`src/design/avc_pkg.sv`:
```
// Shared types, constants and helpers for the alldifferent violation counter.
package avc_pkg;

    localparam int VALUE_W     = 32;
    localparam int VIOL_W      = 16;
    localparam int WSIZE_W     = 11;
    localparam int OP_W        = 2;
    localparam int CFG_IDX_W   = 1;
    localparam int CFG_DATA_W  = 32;
    localparam int COUNT_DEPTH = 1024;
    localparam int COUNT_WIDTH = 16;

    localparam logic [OP_W-1:0] OP_CLEAR  = OP_W'(0);
    localparam logic [OP_W-1:0] OP_ADD    = OP_W'(1);
    localparam logic [OP_W-1:0] OP_CHANGE = OP_W'(2);

    localparam logic [CFG_IDX_W-1:0] CFG_VALUE_OFFSET = CFG_IDX_W'(0);
    localparam logic [CFG_IDX_W-1:0] CFG_WINDOW_SIZE  = CFG_IDX_W'(1);

    localparam logic [VIOL_W-1:0] VIOL_MAX = '1;

    typedef struct packed {
        logic [OP_W-1:0]           operation;
        logic signed [VALUE_W-1:0] old_value;
        logic signed [VALUE_W-1:0] new_value;
    } t_in_item;

    typedef struct packed {
        logic [VIOL_W-1:0] violation;
        logic              new_in_window;
    } t_out_item;

    typedef enum logic [1:0] {
        RD_OLD_IN,
        RD_NEW_IN,
        RD_NEW_REG
    } t_rd_sel;

    typedef struct packed {
        logic    in_ready;
        logic    capture;
        logic    rd_en;
        t_rd_sel rd_sel;
        logic    dec_old;
        logic    inc_new;
        logic    sweep;
        logic    viol_clr;
        logic    load_out;
    } t_ctl_cmd;

    typedef struct packed {
        logic            in_valid;
        logic [OP_W-1:0] in_op;
        logic            old_hit;
        logic            new_hit;
        logic            values_equal;
        logic            sweep_last;
        logic            out_free;
    } t_dp_status;

    function automatic int addr_w(input int depth);
        return (depth > 1) ? $clog2(depth) : 1;
    endfunction

endpackage

```
`src/design/avc_ctrl.sv`:
```
// Controller state machine: sequences sweeps and count read-modify-writes.
module avc_ctrl (
    input  logic                  i_clk,
    input  logic                  i_rst_n,
    input  avc_pkg::t_dp_status   i_status,
    output avc_pkg::t_ctl_cmd     o_cmd
);

    typedef enum logic [4:0] {
        ST_CLEAR   = 5'b00001,
        ST_IDLE    = 5'b00010,
        ST_MOD_OLD = 5'b00100,
        ST_MOD_NEW = 5'b01000,
        ST_FIN     = 5'b10000
    } t_state;

    t_state r_state, n_state;
    logic   r_do_new, n_do_new;
    logic   r_clr_emit, n_clr_emit;
    logic   w_finish;

    always_ff @(posedge i_clk) begin
        if (!i_rst_n) begin
            r_state    <= ST_CLEAR;   // clearing pass over the count memory
            r_do_new   <= 1'b0;
            r_clr_emit <= 1'b0;
        end else begin
            r_state    <= n_state;
            r_do_new   <= n_do_new;
            r_clr_emit <= n_clr_emit;
        end
    end

    always_comb begin
        n_state    = r_state;
        n_do_new   = r_do_new;
        n_clr_emit = r_clr_emit;
        w_finish   = 1'b0;
        o_cmd      = '0;
        o_cmd.rd_sel = avc_pkg::RD_NEW_REG;

        unique case (r_state)
            ST_CLEAR: begin
                o_cmd.sweep = 1'b1;
                if (i_status.sweep_last) begin
                    if (r_clr_emit) begin
                        n_clr_emit = 1'b0;
                        w_finish   = 1'b1;
                    end else begin
                        n_state = ST_IDLE;
                    end
                end
            end
            ST_IDLE: begin
                o_cmd.in_ready = 1'b1;
                if (i_status.in_valid) begin
                    o_cmd.capture = 1'b1;
                    case (i_status.in_op)
                        avc_pkg::OP_CLEAR: begin
                            o_cmd.viol_clr = 1'b1;
                            n_clr_emit     = 1'b1;
                            n_state        = ST_CLEAR;
                        end
                        avc_pkg::OP_ADD: begin
                            if (i_status.new_hit) begin
                                o_cmd.rd_en  = 1'b1;
                                o_cmd.rd_sel = avc_pkg::RD_NEW_IN;
                                n_state      = ST_MOD_NEW;
                            end else begin
                                w_finish = 1'b1;
                            end
                        end
                        avc_pkg::OP_CHANGE: begin
                            // distinct values never share a slot
                            if (!i_status.values_equal && i_status.old_hit) begin
                                o_cmd.rd_en  = 1'b1;
                                o_cmd.rd_sel = avc_pkg::RD_OLD_IN;
                                n_do_new     = i_status.new_hit;
                                n_state      = ST_MOD_OLD;
                            end else if (!i_status.values_equal && i_status.new_hit) begin
                                o_cmd.rd_en  = 1'b1;
                                o_cmd.rd_sel = avc_pkg::RD_NEW_IN;
                                n_state      = ST_MOD_NEW;
                            end else begin
                                w_finish = 1'b1;
                            end
                        end
                        default: begin
                            w_finish = 1'b1;
                        end
                    endcase
                end
            end
            ST_MOD_OLD: begin
                o_cmd.dec_old = 1'b1;
                if (r_do_new) begin
                    o_cmd.rd_en  = 1'b1;
                    o_cmd.rd_sel = avc_pkg::RD_NEW_REG;
                    n_state      = ST_MOD_NEW;
                end else begin
                    w_finish = 1'b1;
                end
            end
            ST_MOD_NEW: begin
                o_cmd.inc_new = 1'b1;
                w_finish      = 1'b1;
            end
            ST_FIN: begin
                w_finish = 1'b1;
            end
            default: begin
                n_state = ST_IDLE;
            end
        endcase

        // result goes out now if the output register is free, else wait in FIN
        if (w_finish) begin
            if (i_status.out_free) begin
                o_cmd.load_out = 1'b1;
                n_state        = ST_IDLE;
            end else begin
                n_state = ST_FIN;
            end
        end
    end

endmodule

```
`config.mk`:
```
export PLATFORM = sky130hd
export DESIGN_NAME = avc_ctrl
export DESIGN_NICKNAME = d
export VERILOG_FILES = /design/src/design/avc_pkg.sv /design/src/design/avc_ctrl.sv
export SDC_FILE = /design/constraint.sdc
export NUM_CORES = 1
export LEC_CHECK = 0
export BUFFER_PORTS_ARGS = -buffer_cell sky130_fd_sc_hd__buf_2
export CORE_MARGIN = 3
export CORE_UTILIZATION = 40
export DETAILED_ROUTE_END_ITERATION = 8
export GPL_TIMING_DRIVEN = 0
export HOLD_SLACK_MARGIN = 0.02
export PLACE_DENSITY = 0.75
export SYNTH_ARGS = -nofsm -noshare
export SYNTH_HDL_FRONTEND = slang
export SYNTH_SLANG_ARGS = --single-unit
```
`constraint.sdc`:
```
create_clock -name i_clk -period 1.9 [get_ports i_clk]
set_clock_uncertainty 0.2 [all_clocks]
set_input_delay 0.19 -clock i_clk [delete_from_list [all_inputs] [get_ports i_clk]]
set_output_delay 0.19 -clock i_clk [all_outputs]
set_load 0.01 [all_outputs]
```
==> impl_metrics.toml, run 1 <==
[drt]
drc_errors = 0
finalWirelength_microns = 1930
wl_per_cell_microns = 14.8
first_iter_violations = 11
drtPass1Iterations = 4
ant_nets = 0
vias_per_cell = 5.85
num_vias = 760

[timing]
hold_ws_ns = 0.0263
hold_viol = 0
worst_pin_slew_ns = 0.397
fmax_mhz = 519
setup_ws_ns = -0.0258
period_share_pct = 101
setup-tns-final_ns = -0.0279
slew_headroom_pct = 73.2
setup_violations = 2
rsz0062_at_grt = "yes"
fin_crit_ns = 1.93
drv_slew = 0

[yosys]
syn_area_sq_um = 644
synthFlopType = "dfxtp_1"
async_flop_share_pct = 0
ys_seq_area_share_pct = 21.7
syn_inst = 83
synth-edff-count = 0
synth_area_per_cell_sq_um = 7.76
yosysUniqueCellTypes = 37
ys_warn_count = 0
syn_nets = 97
synth_seq_cells = 7

[clock_network]
numCtsBuffers = 3
h-tree-depth = 1
cts.sinks = 7
clock_latency_ns = 0.24
path_clk_slew_ns = 0.05
root_buffer = "clkbuf_4"
cts_buffer_depth = 2
cts_tree = "built"

[die]
coreArea_sq_um = 1400
pin_count = 20
rows = 13
fp.dieW_microns = 46.1
die_h_microns = 46.1
die-area_sq_um = 2130
initial_core_util_pct = 46.1

[final_layout]
fin_cells = 130
diodes = 0
final_cell_mix = "buf_2, buf_4, nor2b_1, nor2_1, nand2_1"
multiInputGateArea_sq_um = 598
synthToLayoutAreaGrowth_pct = 55.5
final-seq-area_sq_um = 156
drive_gt1_share_pct = 54.8
layout_commonest_cell = "buf_2"
fin_area_sq_um = 1000
finalNetCount = 130
post-route-util_pct = 71.6
fill_cells = 106

[placed_design]
dp_hpwl_microns = 1220
place_area_sq_um = 758
place.gp.congestion = 0.806
portBuffers = 19
pre_cts_ws_ns = -0.184
dp_cells = 117

[power]
cellLeakagePower_nw = 0.453
power_mw = 0.456
vdd_drop_max_uv = 431
power_density_nw_per_um2 = 455

[worst_setup_path]
worstSetupPathDepth = 6
cp_max_fo = 3
cp.buffers_inverters = 2
crit_start = "i_status[6]"
reg2reg_from = "r_state[3]"
critPathKind = "input pin to output pin"
critPathSlowestCell = "or3_4"
ff2ff_setup_slack_ns = 0.06
crit_family = "simple AND/OR/NAND/NOR gates"
worstPathRequired_ns = 1.51
cp.arrival_ns = 1.54
r2r_cells = 5
critPathCapture = "o_cmd[6]"
crit_path_end_kind = "output pin"
path_cells = "buf_4 -> ha_4 -> and2_4 -> or3_4 -> or3_1 -> buf_2"
rr_endpoint = "r_state[0]"
startpoint_type = "input pin"
cp_slowest_stage_delay_ns = 0.40

[global_route]
grt_max_degree = 8
antenna_found_initial = 0
grt_use_total_pct = 19.0
grt_pass1_vias = 690
grt-ovfl-total = 0
grt_pass1_wl_microns = 2960

[outcome]
violations = "setup timing"
status = "finished with violations"

[run]
cap_violations = 0

[min_path]
hp-class = "input pin to flip-flop"
Yosys cell counts (all sizes together) (2+ instances only):
| cell | instances | area [sq um] |
|---|---|---|
| or3 | 3 | 23.8 |
| a21oi | 4 | 23.8 |
| dfxtp | 7 | 140 |
| nor3 | 2 | 15.0 |
| nor4 | 3 | 18.8 |
| nor2b | 8 | 50.1 |
| nand3 | 3 | 15.0 |
| nor2 | 5 | 18.8 |
| inv | 5 | 18.8 |
| o21ai | 5 | 32.5 |
| and2 | 4 | 25.0 |
| o41ai | 2 | 17.5 |
| nand2 | 7 | 26.3 |
| nor3b | 3 | 22.5 |
| ha | 4 | 50.1 |
worst register-to-register path: cells and delay by family, from the launching register on:
family	cells	cell delay (ns)
AO/OA/AOI/OAI	3	0.82
buffers and inverters	1	0.16
flip-flops	1	0.38
AND/OR/NAND/NOR	1	0.15
sequential cells by signal (all words and copies together), names as in the netlist:
signal      flops
r_clr_emit      1
r_do_new        1
r_state         5
power by group:
part           internal [mW]  total [mW]  leakage, nW  switching (mW)
logic                 0.0842       0.167        0.378          0.0833
registers              0.150       0.161       0.0599          0.0105
clock network         0.0797       0.127       0.0150          0.0477
worst min path at each step:
stage                      end     from  cells after the start
floorplan           r_state[4]  i_rst_n                      1
global placement    r_state[4]  i_rst_n                      2
detailed placement    r_do_new  i_rst_n                      2
CTS                 r_state[4]  i_rst_n                      2
global route        r_clr_emit  i_rst_n                      2
finish              r_state[4]  i_rst_n                      2
cells by family after synthesis:
logic type      count (synthesis)  share of synthesized area (%)
compound gates                 18                           20.4
mux                             1                           1.55
buf+inv                         7                           4.66
flops                           7                           21.7
fa+ha+maj                       4                           7.77
simple gates                   46                           43.9
timing repair:
item / in CTS / in global routing
buffers inserted: 9 / 0
setup endpoints to repair: 3 / 4
resized for setup: 25 / 12
pin swaps: 10 / 4
hold buffers: 0 / 0
layer usage:
| layer | track usage, % | wire (microns) | vias up |
|---|---|---|---|
| met1 | 23.8 | 805 | 360 |
| li1 | - | - | 370 |
| met4 | 5.11 | 29 | 0 |
| met3 | 2.34 | 72 | 4 |
| met2 | 33.5 | 1020 | 26 |
| met5 | 0 | 0 | - |
final cells by class:
cell class	count	area share (%)
clock buffers	4	2.62
multi-input cells	69	59.7
inverters	6	2.37
repair buffers	28	17.1
plain buffers	1	0.749
well taps	15	1.87
flip-flops and latches	7	15.6
Power figures use the tool's default switching activity.
==> run 2, diff against run 1 <==
CORE_UTILIZATION = 44   (was 40)
PLACE_DENSITY = 0.81   (was 0.75)
==> run 2 against run 1 <==
Against the previous run: the flow still finishes with violations (setup timing); non-clock buffer count is the same; critical path type is now flip-flop to output pin; clock power about the same; final cell count unchanged; fmax fell by 0.46%; global-route usage is 1.5 points higher; total power up 1.6%; wire length increased by 2.8%; utilization up 3.2 points; worst setup slack worse by 0.0089 ns; worst hold slack got worse by 0.0098 ns.
==> impl_metrics.toml, run 2 (synthesized netlist as in run 1, its figures left out) <==
[outcome]
status = "finished with violations"
violations = "setup timing"

[final_layout]
largest_reg_flops = 5
fin_area_sq_um = 998
synthToLayoutAreaGrowth_pct = 55.0
final_cell_mix = "buf_2, buf_4, nor2b_1"
layout_commonest_cell = "buf_2"
reg_top3 = "r_state: 5 flops, r_clr_emit: 1 flops, r_do_new: 1 flops"
finalNetCount = 130
fill_cells = 107
drive_gt1_share_pct = 54.8
multiInputGateArea_sq_um = 594
final-seq-area_sq_um = 156
post-route-util_pct = 74.9
diodes = 0
largest_register = "r_state"

[placed_design]
portBuffers = 19
dp_hpwl_microns = 1340
place_area_sq_um = 758
place.gp.congestion = 0.889

[drt]
drc_errors = 0
wl_per_cell_microns = 15.2
num_vias = 753
drtPass1Iterations = 4
finalWirelength_microns = 1980
first_iter_violations = 10
vias_per_cell = 5.79
ant_nets = 0

[power]
vdd_drop_max_uv = 444
power_density_nw_per_um2 = 463
cellLeakagePower_nw = 0.448

[timing]
drv_slew = 0
worst_pin_slew_ns = 0.381
setup_ws_ns = -0.0347
fin_crit_ns = 1.93
rsz0062_at_grt = "yes"
fmax_mhz = 517
setup_violations = 3
slew_headroom_pct = 74.4
hold_viol = 0
period_share_pct = 102

[worst_setup_path]
cp_max_fo = 7
startpoint_type = "flip-flop"
cp.arrival_ns = 1.54
crit_path_end_kind = "output pin"
worstPathRequired_ns = 1.51
critPathKind = "flip-flop to output pin"

[die]
initial_core_util_pct = 48.3
fp.dieW_microns = 44.3
pin_count = 20
die-area_sq_um = 1960
die_h_microns = 44.3
rows = 13
coreArea_sq_um = 1330

[min_path]
hp-class = "input pin to flip-flop"

[clock_network]
clock_latency_ns = 0.25
cts_tree = "built"
h-tree-depth = 1
cts.sinks = 7
numCtsBuffers = 3
root_buffer = "clkbuf_4"
path_clk_slew_ns = 0.05
cts_buffer_depth = 2

[global_route]
antenna_found_initial = 0
grt_pass1_vias = 713
grt_max_degree = 8
grt-ovfl-total = 0
grt_pass1_wl_microns = 2980
grt_use_total_pct = 20.5

[run]
cap_violations = 0
run 2: path summary, 6_finish.rpt:
path,from,end,slack (ns),cells past startpoint
worst min-delay path,i_rst_n,r_state[4],0.02,2
worst max-delay path,r_state[2],o_cmd[0],-0.03,5
worst min register to register,r_clr_emit,r_clr_emit,0.35,2
worst max register to register,r_state[2],r_state[0],-0.01,6
run 2: worst max-delay path, cell delays in order, from the launching register on:
cell and delay [ns]:
dfxtp_4 0.37, nor3b_1 0.15, o311ai_2 0.33, o221ai_2 0.16, and2_1 0.16, buf_2 0.13
run 2: where the power goes:
part           internal (mW)  switching, mW  leakage, nW  total [mW]
logic                 0.0839         0.0868        0.373       0.171
clock network         0.0798         0.0502       0.0150       0.130
registers              0.150         0.0116       0.0599       0.162
total                  0.314          0.149        0.448       0.463
run 2: layer usage:
metal	vias up	wire (microns)	track usage [%]
li1	368	-	-
met3	11	97	2.44
met1	344	755	22.7
met4	0	76	13.3
met5	-	0	0
met2	30	1050	36.3
run 2: per-stage QoR:
stage / hold WS [ns] / power, mW / instances / worst slack [ns] / setup TNS (ns)
floorplan: 0.112 / 0.239 / 83 / 0.0261 / 0
global placement: 0.260 / 0.273 / 117 / -0.170 / -0.607
detailed placement: 0.266 / 0.278 / 117 / -0.212 / -0.841
CTS: 0.0203 / 0.441 / 128 / -0.0550 / -0.0893
global route: 0.0330 / 0.494 / 130 / -0.112 / -0.322
finish: 0.0165 / 0.463 / 130 / -0.0347 / -0.0801
run 2: timing repair:
item                       in CTS  in global routing
setup buffers                   7                  2
hold endpoints to repair        0                  0
hold buffers                    0                  0
pin swaps                       7                  6
cloned                          0                  0
resized for setup              24                 12
setup endpoints to repair       4                  6
run 2: area by class of cell:
class | count | area share [%]
Sequential cell | 7 | 15.7
Inverter | 6 | 2.38
Tap cell | 15 | 1.88
Buffer | 1 | 0.752
Multi-Input combinational cell | 69 | 59.5
Timing Repair Buffer | 28 | 17.2
Clock buffer | 4 | 2.63
